`src/rtl/rtch_pkg.sv`:
```
package rtch_pkg;

   localparam int COORD_BITS_DEF    = 24;
   localparam int DIR_FRAC_BITS_DEF = 14;
   localparam int EPS_DET_DEF       = 0;

   // configuration register indexes
   localparam logic [2:0] CSR_ORG_X = 3'd0;
   localparam logic [2:0] CSR_ORG_Y = 3'd1;
   localparam logic [2:0] CSR_ORG_Z = 3'd2;
   localparam logic [2:0] CSR_DIR_X = 3'd3;
   localparam logic [2:0] CSR_DIR_Y = 3'd4;
   localparam logic [2:0] CSR_DIR_Z = 3'd5;

   localparam logic [4:0] LAST_STEP = 5'd23;

   function automatic int imax(input int a, input int b);
      return (a > b) ? a : b;
   endfunction

   typedef enum logic [3:0] {
      ST_IDLE, ST_MUL_GO, ST_MUL_WAIT, ST_ACC, ST_NORM, ST_CHECK, ST_DIV, ST_DONE
   } state_type;

   // narrow multiplier operand sources
   typedef enum logic [3:0] {
      N_D0, N_D1, N_D2, N_E1_0, N_E1_1, N_E1_2,
      N_E2_0, N_E2_1, N_E2_2, N_T0, N_T1, N_T2
   } nsrc_type;

   // wide multiplier operand sources
   typedef enum logic [3:0] {
      W_E1_0, W_E1_1, W_E1_2, W_E2_0, W_E2_1, W_E2_2,
      W_P0, W_P1, W_P2, W_Q0, W_Q1, W_Q2
   } wsrc_type;

   typedef enum logic [3:0] {
      DST_NONE, DST_P0, DST_P1, DST_P2, DST_Q0, DST_Q1, DST_Q2,
      DST_DET, DST_UN, DST_VN, DST_TN
   } dest_type;

   typedef struct packed {
      nsrc_type nsel;
      wsrc_type wsel;
      logic     sub;
      logic     first;
      dest_type dest;
   } op_type;

   typedef struct packed {
      logic done;
      logic neg;
   } mac_stat_type;

   // microprogram: one multiply-accumulate term per step
   function automatic op_type op_of(input logic [4:0] step);
      op_type op;
      op = '{nsel: N_D0, wsel: W_E1_0, sub: 1'b0, first: 1'b0, dest: DST_NONE};
      case (step)
         5'd0:  op = '{N_D1,   W_E2_2, 1'b0, 1'b1, DST_NONE};
         5'd1:  op = '{N_D2,   W_E2_1, 1'b1, 1'b0, DST_P0};
         5'd2:  op = '{N_D2,   W_E2_0, 1'b0, 1'b1, DST_NONE};
         5'd3:  op = '{N_D0,   W_E2_2, 1'b1, 1'b0, DST_P1};
         5'd4:  op = '{N_D0,   W_E2_1, 1'b0, 1'b1, DST_NONE};
         5'd5:  op = '{N_D1,   W_E2_0, 1'b1, 1'b0, DST_P2};
         5'd6:  op = '{N_T1,   W_E1_2, 1'b0, 1'b1, DST_NONE};
         5'd7:  op = '{N_T2,   W_E1_1, 1'b1, 1'b0, DST_Q0};
         5'd8:  op = '{N_T2,   W_E1_0, 1'b0, 1'b1, DST_NONE};
         5'd9:  op = '{N_T0,   W_E1_2, 1'b1, 1'b0, DST_Q1};
         5'd10: op = '{N_T0,   W_E1_1, 1'b0, 1'b1, DST_NONE};
         5'd11: op = '{N_T1,   W_E1_0, 1'b1, 1'b0, DST_Q2};
         5'd12: op = '{N_E1_0, W_P0,   1'b0, 1'b1, DST_NONE};
         5'd13: op = '{N_E1_1, W_P1,   1'b0, 1'b0, DST_NONE};
         5'd14: op = '{N_E1_2, W_P2,   1'b0, 1'b0, DST_DET};
         5'd15: op = '{N_T0,   W_P0,   1'b0, 1'b1, DST_NONE};
         5'd16: op = '{N_T1,   W_P1,   1'b0, 1'b0, DST_NONE};
         5'd17: op = '{N_T2,   W_P2,   1'b0, 1'b0, DST_UN};
         5'd18: op = '{N_D0,   W_Q0,   1'b0, 1'b1, DST_NONE};
         5'd19: op = '{N_D1,   W_Q1,   1'b0, 1'b0, DST_NONE};
         5'd20: op = '{N_D2,   W_Q2,   1'b0, 1'b0, DST_VN};
         5'd21: op = '{N_E2_0, W_Q0,   1'b0, 1'b1, DST_NONE};
         5'd22: op = '{N_E2_1, W_Q1,   1'b0, 1'b0, DST_NONE};
         5'd23: op = '{N_E2_2, W_Q2,   1'b0, 1'b0, DST_TN};
         default: op = '{N_D0, W_E1_0, 1'b0, 1'b0, DST_NONE};
      endcase
      return op;
   endfunction

endpackage

```
`src/rtl/rtch_mac.sv`:
```
// shift-add multiplier, one bit of the narrow operand per cycle
module rtch_mac #(
   parameter int NW = 25,
   parameter int WW = 51
) (
   input  logic                    clock,
   input  logic                    reset,
   input  logic                    start,
   input  logic signed [NW-1:0]    a_in,
   input  logic signed [WW-1:0]    b_in,
   input  logic                    sub,
   output logic [NW+WW-1:0]        mag,
   output rtch_pkg::mac_stat_type  stat
);
   localparam int MW = NW + WW;
   localparam int CNW = (NW > 1) ? $clog2(NW) : 1;

   logic [NW-1:0]  a_sr_ff, a_sr_in;
   logic [MW-1:0]  b_sh_ff, b_sh_in;
   logic [MW-1:0]  mag_ff, mag_in;
   logic [CNW-1:0] cnt_ff, cnt_in;
   logic           busy_ff, busy_in;
   logic           done_ff, done_in;
   logic           neg_ff, neg_in;
   logic [NW-1:0]  a_abs;
   logic [WW-1:0]  b_abs;

   always_comb begin
      a_abs   = a_in[NW-1] ? (~a_in + 1'b1) : a_in;
      b_abs   = b_in[WW-1] ? (~b_in + 1'b1) : b_in;
      a_sr_in = a_sr_ff;
      b_sh_in = b_sh_ff;
      mag_in  = mag_ff;
      cnt_in  = cnt_ff;
      busy_in = busy_ff;
      neg_in  = neg_ff;
      done_in = 1'b0;
      if (start) begin
         a_sr_in = a_abs;
         b_sh_in = MW'(b_abs);
         mag_in  = '0;
         cnt_in  = '0;
         busy_in = 1'b1;
         neg_in  = a_in[NW-1] ^ b_in[WW-1] ^ sub;
      end else if (busy_ff) begin
         if (a_sr_ff[0]) begin
            mag_in = mag_ff + b_sh_ff;
         end
         a_sr_in = a_sr_ff >> 1;
         b_sh_in = b_sh_ff << 1;
         cnt_in  = cnt_ff + 1'b1;
         if (cnt_ff == CNW'(NW - 1)) begin
            busy_in = 1'b0;
            done_in = 1'b1;
         end
      end
   end

   always_ff @(posedge clock) begin
      if (reset) begin
         busy_ff <= 1'b0;
         done_ff <= 1'b0;
      end else begin
         busy_ff <= busy_in;
         done_ff <= done_in;
      end
      a_sr_ff <= a_sr_in;
      b_sh_ff <= b_sh_in;
      mag_ff  <= mag_in;
      cnt_ff  <= cnt_in;
      neg_ff  <= neg_in;
   end

   assign mag       = mag_ff;
   assign stat.done = done_ff;
   assign stat.neg  = neg_ff;

endmodule

```
`src/rtl/rtch_div.sv`:
```
// restoring divider, one quotient bit per cycle, saturating distance
module rtch_div #(
   parameter int COORD_BITS    = rtch_pkg::COORD_BITS_DEF,
   parameter int DIR_FRAC_BITS = rtch_pkg::DIR_FRAC_BITS_DEF,
   parameter int AW            = 80
) (
   input  logic                  clock,
   input  logic                  reset,
   input  logic                  start,
   input  logic [AW-1:0]         num,
   input  logic [AW-1:0]         den,
   output logic                  done,
   output logic [COORD_BITS-2:0] quo
);
   localparam int CB  = COORD_BITS;
   localparam int DVW = AW + rtch_pkg::imax(DIR_FRAC_BITS, CB - 1);
   localparam int CNW = $clog2(CB);

   logic [DVW-1:0] rem_ff, rem_in;
   logic [DVW-1:0] dsh_ff, dsh_in;
   logic [CB-1:0]  q_ff, q_in;
   logic [CNW-1:0] cnt_ff, cnt_in;
   logic           busy_ff, busy_in;
   logic           done_ff, done_in;

   always_comb begin
      rem_in  = rem_ff;
      dsh_in  = dsh_ff;
      q_in    = q_ff;
      cnt_in  = cnt_ff;
      busy_in = busy_ff;
      done_in = 1'b0;
      if (start) begin
         rem_in  = DVW'(num) << DIR_FRAC_BITS;
         dsh_in  = DVW'(den) << (CB - 1);
         q_in    = '0;
         cnt_in  = '0;
         busy_in = 1'b1;
      end else if (busy_ff) begin
         if (rem_ff >= dsh_ff) begin
            rem_in = rem_ff - dsh_ff;
            q_in   = {q_ff[CB-2:0], 1'b1};
         end else begin
            q_in   = {q_ff[CB-2:0], 1'b0};
         end
         dsh_in = dsh_ff >> 1;
         cnt_in = cnt_ff + 1'b1;
         if (cnt_ff == CNW'(CB - 1)) begin
            busy_in = 1'b0;
            done_in = 1'b1;
         end
      end
   end

   always_ff @(posedge clock) begin
      if (reset) begin
         busy_ff <= 1'b0;
         done_ff <= 1'b0;
      end else begin
         busy_ff <= busy_in;
         done_ff <= done_in;
      end
      rem_ff <= rem_in;
      dsh_ff <= dsh_in;
      q_ff   <= q_in;
      cnt_ff <= cnt_in;
   end

   // top quotient bit set means the distance is past full scale
   assign done = done_ff;
   assign quo  = q_ff[CB-1] ? '1 : q_ff[CB-2:0];

endmodule

```
`src/rtl/ray_triangle_closest_hit_unit.sv`:
```
// Moller-Trumbore ray/triangle test with running closest hit. Ray origin
// (Q15.8) and unit direction (Q1.14) are to be set through the csr_ write
// port only while the unit is idle; the unit itself does not enforce this.
// Each req_ beat carries one triangle and yields one rsp_ beat with this
// triangle's hit and distance plus the nearest hit so far; the nearest hit
// clears after the beat marked with tlast. All arithmetic is exact: one
// shared shift-add multiplier evaluates the 24 product terms of the two
// cross products and four dot products, one narrow-operand bit per cycle,
// then a restoring divider produces the Q15.8 distance one bit per cycle,
// saturating at full scale. A miss found before the divide skips it. The
// unit takes no new triangle until the previous one is finished; a finished
// result waits in the output register while the next triangle computes.
module ray_triangle_closest_hit_unit #(
   parameter int COORD_BITS    = rtch_pkg::COORD_BITS_DEF,
   parameter int DIR_FRAC_BITS = rtch_pkg::DIR_FRAC_BITS_DEF,
   parameter int EPS_DET       = rtch_pkg::EPS_DET_DEF,
   localparam int CW_L   = rtch_pkg::imax(COORD_BITS, DIR_FRAC_BITS + 2),
   localparam int INW_L  = ((9 * COORD_BITS + 7) / 8) * 8,
   localparam int OUTW_L = ((2 * COORD_BITS + 7) / 8) * 8
) (
   input  logic              clock,
   input  logic              reset,
   // triangle beats
   input  logic              req_tvalid,
   output logic              req_tready,
   // vert_a_x, vert_a_y, vert_a_z, vert_b_x .. vert_c_z, COORD_BITS each
   input  logic [INW_L-1:0]  req_tdata,
   input  logic              req_tlast,    // last_triangle
   // result beats
   output logic              rsp_tvalid,
   input  logic              rsp_tready,
   // tri_hit, tri_distance, nearest_found, nearest_distance
   output logic [OUTW_L-1:0] rsp_tdata,
   output logic              rsp_tlast,    // list_done
   // register writes
   input  logic              csr_valid,
   output logic              csr_ready,
   input  logic [2:0]        csr_index,
   input  logic [CW_L-1:0]   csr_data
);
   localparam int CB = COORD_BITS;
   localparam int F  = DIR_FRAC_BITS;
   localparam int DB = F + 2;
   localparam int EW = CB + 1;
   localparam int NW = rtch_pkg::imax(EW, DB);
   localparam int WW = rtch_pkg::imax(DB + EW + 1, 2 * EW + 1);
   localparam int MW = NW + WW;
   localparam int AW = MW + 2;
   localparam int DW = CB - 1;

   rtch_pkg::state_type state_ff, state_in;

   // ray registers
   logic signed [CB-1:0] org_ff [3];
   logic signed [DB-1:0] dir_ff [3];

   // per-triangle operands and results
   logic signed [EW-1:0] e1_ff [3], e1_in [3];
   logic signed [EW-1:0] e2_ff [3], e2_in [3];
   logic signed [EW-1:0] t_ff [3], t_in [3];
   logic signed [WW-1:0] p_ff [3], p_in [3];
   logic signed [WW-1:0] q_ff [3], q_in [3];
   logic [AW-1:0] acc_ff, acc_in;
   logic [AW-1:0] det_ff, det_in;
   logic [AW-1:0] un_ff, un_in;
   logic [AW-1:0] vn_ff, vn_in;
   logic [AW-1:0] tn_ff, tn_in;
   logic [4:0]    step_ff, step_in;
   logic          last_ff, last_in;
   logic [DW-1:0] dist_ff, dist_in;

   logic [DW-1:0] best_dist_ff, best_dist_in;
   logic          best_valid_ff, best_valid_in;

   logic              rsp_valid_ff, rsp_valid_in;
   logic [OUTW_L-1:0] rsp_data_ff, rsp_data_in;
   logic              rsp_last_ff, rsp_last_in;

   logic signed [NW-1:0] nar [12];
   logic signed [WW-1:0] wid [12];
   rtch_pkg::op_type       op;
   rtch_pkg::mac_stat_type mac_stat;
   logic [MW-1:0]          mac_mag;
   logic                   mac_start;
   logic                   div_start;
   logic                   div_done;
   logic [DW-1:0]          div_quo;
   logic                   rsp_load;
   logic                   hit_ok;
   logic [AW-1:0]          sum;
   logic                   upd;
   logic [DW-1:0]          near_dist;
   logic                   near_valid;
   logic                   tri_hit;
   logic signed [CB-1:0]   va [3], vb [3], vc [3];

   assign csr_ready = 1'b1;

   always_ff @(posedge clock) begin
      if (reset) begin
         org_ff[0] <= '0;
         org_ff[1] <= '0;
         org_ff[2] <= '0;
         dir_ff[0] <= DB'(1) << F;
         dir_ff[1] <= '0;
         dir_ff[2] <= '0;
      end else if (csr_valid) begin
         case (csr_index)
            rtch_pkg::CSR_ORG_X: org_ff[0] <= csr_data[CB-1:0];
            rtch_pkg::CSR_ORG_Y: org_ff[1] <= csr_data[CB-1:0];
            rtch_pkg::CSR_ORG_Z: org_ff[2] <= csr_data[CB-1:0];
            rtch_pkg::CSR_DIR_X: dir_ff[0] <= csr_data[DB-1:0];
            rtch_pkg::CSR_DIR_Y: dir_ff[1] <= csr_data[DB-1:0];
            rtch_pkg::CSR_DIR_Z: dir_ff[2] <= csr_data[DB-1:0];
            default: ;
         endcase
      end
   end

   // operand selection for the shared multiplier
   always_comb begin
      for (int k = 0; k < 3; k++) begin
         va[k]      = req_tdata[k*CB +: CB];
         vb[k]      = req_tdata[(3+k)*CB +: CB];
         vc[k]      = req_tdata[(6+k)*CB +: CB];
         nar[k]     = NW'(dir_ff[k]);
         nar[3+k]   = NW'(e1_ff[k]);
         nar[6+k]   = NW'(e2_ff[k]);
         nar[9+k]   = NW'(t_ff[k]);
         wid[k]     = WW'(e1_ff[k]);
         wid[3+k]   = WW'(e2_ff[k]);
         wid[6+k]   = p_ff[k];
         wid[9+k]   = q_ff[k];
      end
   end

   assign op = rtch_pkg::op_of(step_ff);

   rtch_mac #(.NW(NW), .WW(WW)) u_mac (
      .clock (clock),
      .reset (reset),
      .start (mac_start),
      .a_in  (nar[op.nsel]),
      .b_in  (wid[op.wsel]),
      .sub   (op.sub),
      .mag   (mac_mag),
      .stat  (mac_stat)
   );

   rtch_div #(.COORD_BITS(CB), .DIR_FRAC_BITS(F), .AW(AW)) u_div (
      .clock (clock),
      .reset (reset),
      .start (div_start),
      .num   (tn_ff),
      .den   (det_ff),
      .done  (div_done),
      .quo   (div_quo)
   );

   // rejection tests on the sign-normalized sums
   always_comb begin
      hit_ok = (det_ff > AW'(EPS_DET))
             && !un_ff[AW-1] && (un_ff <= det_ff)
             && !vn_ff[AW-1]
             && ((AW+1)'(un_ff) + (AW+1)'(vn_ff) <= (AW+1)'(det_ff))
             && !tn_ff[AW-1] && (tn_ff != '0);
   end

   // next state
   always_comb begin
      state_in = state_ff;
      case (state_ff)
         rtch_pkg::ST_IDLE:     if (req_tvalid) state_in = rtch_pkg::ST_MUL_GO;
         rtch_pkg::ST_MUL_GO:   state_in = rtch_pkg::ST_MUL_WAIT;
         rtch_pkg::ST_MUL_WAIT: if (mac_stat.done) state_in = rtch_pkg::ST_ACC;
         rtch_pkg::ST_ACC: begin
            state_in = (step_ff == rtch_pkg::LAST_STEP) ? rtch_pkg::ST_NORM
                                                        : rtch_pkg::ST_MUL_GO;
         end
         rtch_pkg::ST_NORM:     state_in = rtch_pkg::ST_CHECK;
         rtch_pkg::ST_CHECK: begin
            state_in = hit_ok ? rtch_pkg::ST_DIV : rtch_pkg::ST_DONE;
         end
         rtch_pkg::ST_DIV:      if (div_done) state_in = rtch_pkg::ST_DONE;
         rtch_pkg::ST_DONE:     if (rsp_load) state_in = rtch_pkg::ST_IDLE;
         default:               state_in = rtch_pkg::ST_IDLE;
      endcase
   end

   // control outputs
   always_comb begin
      req_tready = (state_ff == rtch_pkg::ST_IDLE);
      mac_start  = (state_ff == rtch_pkg::ST_MUL_GO);
      div_start  = (state_ff == rtch_pkg::ST_CHECK) && hit_ok;
      rsp_load   = (state_ff == rtch_pkg::ST_DONE) && (!rsp_valid_ff || rsp_tready);
   end

   // datapath
   always_comb begin
      e1_in   = e1_ff;
      e2_in   = e2_ff;
      t_in    = t_ff;
      p_in    = p_ff;
      q_in    = q_ff;
      acc_in  = acc_ff;
      det_in  = det_ff;
      un_in   = un_ff;
      vn_in   = vn_ff;
      tn_in   = tn_ff;
      step_in = step_ff;
      last_in = last_ff;
      dist_in = dist_ff;
      sum     = op.first ? '0 : acc_ff;

      // closest-hit merge
      tri_hit    = (dist_ff != '0);
      upd        = tri_hit && (!best_valid_ff || dist_ff < best_dist_ff);
      near_dist  = upd ? dist_ff : best_dist_ff;
      near_valid = best_valid_ff || upd;
      best_dist_in  = best_dist_ff;
      best_valid_in = best_valid_ff;
      rsp_data_in   = rsp_data_ff;
      rsp_last_in   = rsp_last_ff;
      rsp_valid_in  = rsp_tready ? 1'b0 : rsp_valid_ff;

      case (state_ff)
         rtch_pkg::ST_IDLE: begin
            if (req_tvalid) begin
               for (int k = 0; k < 3; k++) begin
                  e1_in[k] = EW'(vb[k]) - EW'(va[k]);
                  e2_in[k] = EW'(vc[k]) - EW'(va[k]);
                  t_in[k]  = EW'(org_ff[k]) - EW'(va[k]);
               end
               last_in = req_tlast;
               step_in = '0;
            end
         end
         rtch_pkg::ST_ACC: begin
            acc_in  = mac_stat.neg ? (sum - AW'(mac_mag)) : (sum + AW'(mac_mag));
            step_in = step_ff + 1'b1;
            case (op.dest)
               rtch_pkg::DST_P0:  p_in[0] = acc_in[WW-1:0];
               rtch_pkg::DST_P1:  p_in[1] = acc_in[WW-1:0];
               rtch_pkg::DST_P2:  p_in[2] = acc_in[WW-1:0];
               rtch_pkg::DST_Q0:  q_in[0] = acc_in[WW-1:0];
               rtch_pkg::DST_Q1:  q_in[1] = acc_in[WW-1:0];
               rtch_pkg::DST_Q2:  q_in[2] = acc_in[WW-1:0];
               rtch_pkg::DST_DET: det_in  = acc_in;
               rtch_pkg::DST_UN:  un_in   = acc_in;
               rtch_pkg::DST_VN:  vn_in   = acc_in;
               rtch_pkg::DST_TN:  tn_in   = acc_in;
               default: ;
            endcase
         end
         rtch_pkg::ST_NORM: begin
            // when the determinant is negative, negate it and all numerators
            if (det_ff[AW-1]) begin
               det_in = ~det_ff + 1'b1;
               un_in  = ~un_ff + 1'b1;
               vn_in  = ~vn_ff + 1'b1;
               tn_in  = ~tn_ff + 1'b1;
            end
         end
         rtch_pkg::ST_CHECK: begin
            if (!hit_ok) dist_in = '0;
         end
         rtch_pkg::ST_DIV: begin
            if (div_done) dist_in = div_quo;
         end
         rtch_pkg::ST_DONE: begin
            if (rsp_load) begin
               rsp_valid_in = 1'b1;
               rsp_last_in  = last_ff;
               rsp_data_in  = OUTW_L'({(near_valid ? near_dist : DW'(0)), near_valid,
                                       dist_ff, tri_hit});
               if (last_ff) begin
                  best_dist_in  = '1;
                  best_valid_in = 1'b0;
               end else begin
                  best_dist_in  = near_dist;
                  best_valid_in = near_valid;
               end
            end
         end
         default: ;
      endcase
   end

   always_ff @(posedge clock) begin
      if (reset) begin
         state_ff      <= rtch_pkg::ST_IDLE;
         best_dist_ff  <= '1;
         best_valid_ff <= 1'b0;
         rsp_valid_ff  <= 1'b0;
         step_ff       <= '0;
      end else begin
         state_ff      <= state_in;
         best_dist_ff  <= best_dist_in;
         best_valid_ff <= best_valid_in;
         rsp_valid_ff  <= rsp_valid_in;
         step_ff       <= step_in;
      end
      e1_ff       <= e1_in;
      e2_ff       <= e2_in;
      t_ff        <= t_in;
      p_ff        <= p_in;
      q_ff        <= q_in;
      acc_ff      <= acc_in;
      det_ff      <= det_in;
      un_ff       <= un_in;
      vn_ff       <= vn_in;
      tn_ff       <= tn_in;
      last_ff     <= last_in;
      dist_ff     <= dist_in;
      rsp_data_ff <= rsp_data_in;
      rsp_last_ff <= rsp_last_in;
   end

   assign rsp_tvalid = rsp_valid_ff;
   assign rsp_tdata  = rsp_data_ff;
   assign rsp_tlast  = rsp_last_ff;

endmodule

```
`config.mk`:
```
export PLATFORM = sky130hd
export DESIGN_NAME = ray_triangle_closest_hit_unit
export DESIGN_NICKNAME = d
export VERILOG_FILES = /design/src/rtl/rtch_pkg.sv /design/src/rtl/rtch_mac.sv /design/src/rtl/rtch_div.sv /design/src/rtl/ray_triangle_closest_hit_unit.sv
export SDC_FILE = /design/constraint.sdc
export NUM_CORES = 2
export LEC_CHECK = 0
export BUFFER_PORTS_ARGS = -buffer_cell sky130_fd_sc_hd__buf_4
export CAP_MARGIN = 5
export CORE_ASPECT_RATIO = 0.7
export CORE_MARGIN = 1.5
export CORE_UTILIZATION = 45
export DETAILED_ROUTE_END_ITERATION = 7
export PLACE_DENSITY = 0.63
export SLEW_MARGIN = 20
export SYNTH_ARGS = -nofsm -noshare
export SYNTH_HDL_FRONTEND = slang
export SYNTH_HIERARCHICAL = 1
export SYNTH_SLANG_ARGS = --single-unit
```
`constraint.sdc`:
```
create_clock -name clock -period 26.3 [get_ports clock]
set_input_delay 1.315 -clock clock [delete_from_list [all_inputs] [get_ports clock]]
set_output_delay 1.315 -clock clock [all_outputs]
set_load 0.1 [all_outputs]
```
==> flow_summary.yaml <==
status:
  violations: "antenna rules"
  status: "complete, but fails checks"
logic_synthesis:
  synthMuxAreaShare_pct: 5.598
  synth-xor-area-share_pct: 7.552
  synth-simple-area-share_pct: 14.77
  mappedNetlistArea_sq_um: 105200
  yosys.area_share.adder_pct: 9.062
  synth_edf_count: 1347
  ys_seq_area_share_pct: 42.87
  synth_compound_area_share_pct: 16.50
  synth-async-reset-ratio_pct: 0
  synthFlopType: "edfxtp_1"
  synthCells: 10600
  synth_top_family_by_area: "compound AO/OA/AOI/OAI gates"
  syn_avg_cell_area_sq_um: 9.924
  ys_warn_count: 6
  synth_seq_cells: 1579
  synth_nets: 11600
  ys_types: 105
worst_setup_path:
  r2r-start: "vn_ff[0]$_DFFE_PP_"
  slowest_delay_ps: 730
  path_class: "reg2reg"
  cp.arrival_ps: 10450
  cp_slowest_cell: "buf_4"
  worstPathRequired_ps: 26840
  crit_path_max_fanout: 219
  critPathLaunchType: "register"
  cp-startpoint: "vn_ff[0]$_DFFE_PP_"
  endpoint_kind: "register"
finish:
  final_util_pct: 50.02
  final_common_cell: "edfxtp_1"
  layout.area.seq_sq_um: 45120
  nets: 11730
  fin_area_sq_um: 116200
  drive_gt1_share_pct: 9.737
  mostFrequentLayoutCells: "edfxtp_1, nand2_1, a21oi_1, nor2_1, ha_1"
  multi_input_comb_area_sq_um: 56650
  num-fill-cells: 21140
  syn_to_final_growth_pct: 10.52
clock_network:
  cts_resized: 0
  cts_root_buffer: "clkbuf_16"
  h-tree-depth: 4
  clk_latency_ps: 890
  clock_path_buffers: 4
  cts_tree: "done"
  post_cts_buffers: 0
  cts.clk_slew.worst_paths_ps: 60
  cts_hold_buf: 0
  clkSinkCount: 1579
  cts-buffers-inserted: 177
floorplanning:
  std_cell_rows: 148
  start_util_pct: 45.26
  die_x_microns: 580.9
  die_area_sq_um: 236700
  fp.dieH_microns: 407.5
  io-pin-count: 301
  core_sq_um: 232400
min_path:
  hp-start: "u_div/q_ff[4]$_SDFFE_PP0P_"
  worstHoldPathType: "reg2reg"
detailed_routing:
  vias: 85550
  via_per_inst: 6.137
  drt_iter0_drc: 9745
  dr.pass1.iters: 6
  wire_per_inst_microns: 24.83
  route.detailed.drc: 0
  ant_nets: 1
  finalWirelength_microns: 346100
place:
  portBuffers: 299
  pre_cts_ws_ps: 16790
  dp_hpwl_microns: 263400
  place_area_sq_um: 110700
  globalplace.congestion: 0.9580
sta:
  rsz0062_at_grt: "no"
  max_freq_mhz: 100.8
  hold_violations: 0
  final-setup-viol-count: 0
  period_needed_ps: 9917
  tns_ps: 0
  final-max-slew-violation-count: 0
  timing.final.ws_setup_ps: 16380
  fin_crit_sh_pct: 37.71
  skew_ps: 91.34
  holdWs_ps: 481.3
  max_slew_margin_pct: 16.03
  worst_pin_slew_ps: 1255
global_routing:
  track_usage_pct: 28.22
  antenna_found_initial: 17
  grt_first_pass_wirelength_microns: 513100
  grt_overflow: 0
  first_global_vias: 80560
  grt_max_degree: 220
power:
  swShare_pct: 33.76
  p_seq_share_pct: 41.3
  share_comb_of_total_power_pct: 27.1
  p_clk_share_pct: 31.6
  power_density_nw_per_um2: 66.78
  leakage_nw: 44.66
  intPower_w: 0.005142
  peakVddDrop_mv: 0.05807
  power_switching_w: 0.002621
job:
  max_cap_violations: 0
flip-flops by register name, indices dropped and copies added, names as in the netlist, 75 cells and up:
register and count:
p_ff 153, q_ff 153, u_div/dsh_ff 101, u_div/rem_ff 101, acc_ff 78, det_ff 78, tn_ff 78, un_ff 78
vn_ff 78, u_mac/b_sh_ff 76, u_mac/mag 76, e1_ff 75, e2_ff 75, nar 75
metal layers:
| metal | global-route usage (%) | vias to the layer above | share of wire, % |
|---|---|---|---|
| met5 | 0 | - | 0.0090 |
| met4 | 6.650 | 4 | 2.3 |
| met3 | 5.114 | 417 | 9.2 |
| met2 | 40.28 | 3637 | 41 |
| met1 | 43.72 | 42110 | 47 |
| li1 | - | 39390 | - |
power groups by stage:
stage	Combinational [W]	Clock, W	Sequential, W
global placement	0.00201	0	0.00325
finish	0.00210	0.00245	0.00321
global route	0.00226	0.00258	0.00322
floorplan	0.00130	0	0.00320
CTS	0.00207	0.00249	0.00320
detailed placement	0.00206	0	0.00326
stage by stage:
| step | std cells | total power (W) |
|---|---|---|
| floorplan | 10600 | 0.004494 |
| global placement | 13620 | 0.005264 |
| detailed placement | 13620 | 0.005321 |
| CTS | 13930 | 0.007769 |
| global route | 13930 | 0.008058 |
| finish | 13940 | 0.007763 |
synth_stat cells (all sizes together) (68+ instances only):
cell | count | area share (%)
and3 | 76 | 0.45
dfxtp | 232 | 4.4
o21ai | 694 | 3.3
a22o | 68 | 0.57
nand2 | 955 | 3.4
a21oi | 870 | 4.1
mux2i | 172 | 1.6
o31ai | 124 | 0.95
or3 | 103 | 0.63
nand3 | 152 | 0.72
mux4 | 165 | 3.5
xor2 | 365 | 3.0
nand4 | 168 | 1.0
and2 | 127 | 0.76
nor2 | 801 | 2.9
edfxtp | 1347 | 38
clkbuf | 362 | 1.3
buf | 83 | 0.37
o21bai | 94 | 0.67
a31oi | 83 | 0.51
o22ai | 82 | 0.49
nor4 | 101 | 0.65
ha | 741 | 8.8
o21a | 85 | 0.61
xnor2 | 542 | 4.5
inv | 551 | 2.0
nor2b | 175 | 1.0
nor3 | 248 | 1.2
a21o | 338 | 2.4
final timing paths:
path         depth (start not counted)                          to  slack (ps)
min                                  2  u_div/q_ff[5]$_SDFFE_PP0P_         480
min reg2reg                          2  u_div/q_ff[5]$_SDFFE_PP0P_         480
max reg2reg                         27  u_div/rem_ff[26]$_DFFE_PP_       16380
max                                 27  u_div/rem_ff[26]$_DFFE_PP_       16380
area by class of cell:
cell class                      instances  share of cell area, %
Tap cell                             3075                  3.310
Antenna cell                            9                0.01937
Clock inverter                         95                 0.7330
Sequential cell                      1579                  38.81
Inverter                              553                  1.793
Clock buffer                          214                  3.993
Timing Repair Buffer                  393                  2.605
Multi-Input combinational cell       8022                  48.73
worst max-delay path: cells and delay by family, from the launching register on:
family / cells / cell delay, ps
AOI/OAI and AO/OA: 11 / 3400
adders and majority gates: 3 / 910
DFF: 1 / 400
and+or+nand+nor: 8 / 2420
xor gates and xnor gates: 1 / 170
buffers and inverters: 4 / 1820
cell families after synthesis:
logic type	Yosys count
multiplexers	377
flip-flops	1579
buffers and inverters	998
AND/OR/NAND/NOR	3195
XOR/XNOR	907
adder cells (fa/ha/maj)	754
AO/OA/AOI/OAI	2788
other	1
Power figures use the tool's default switching activity.
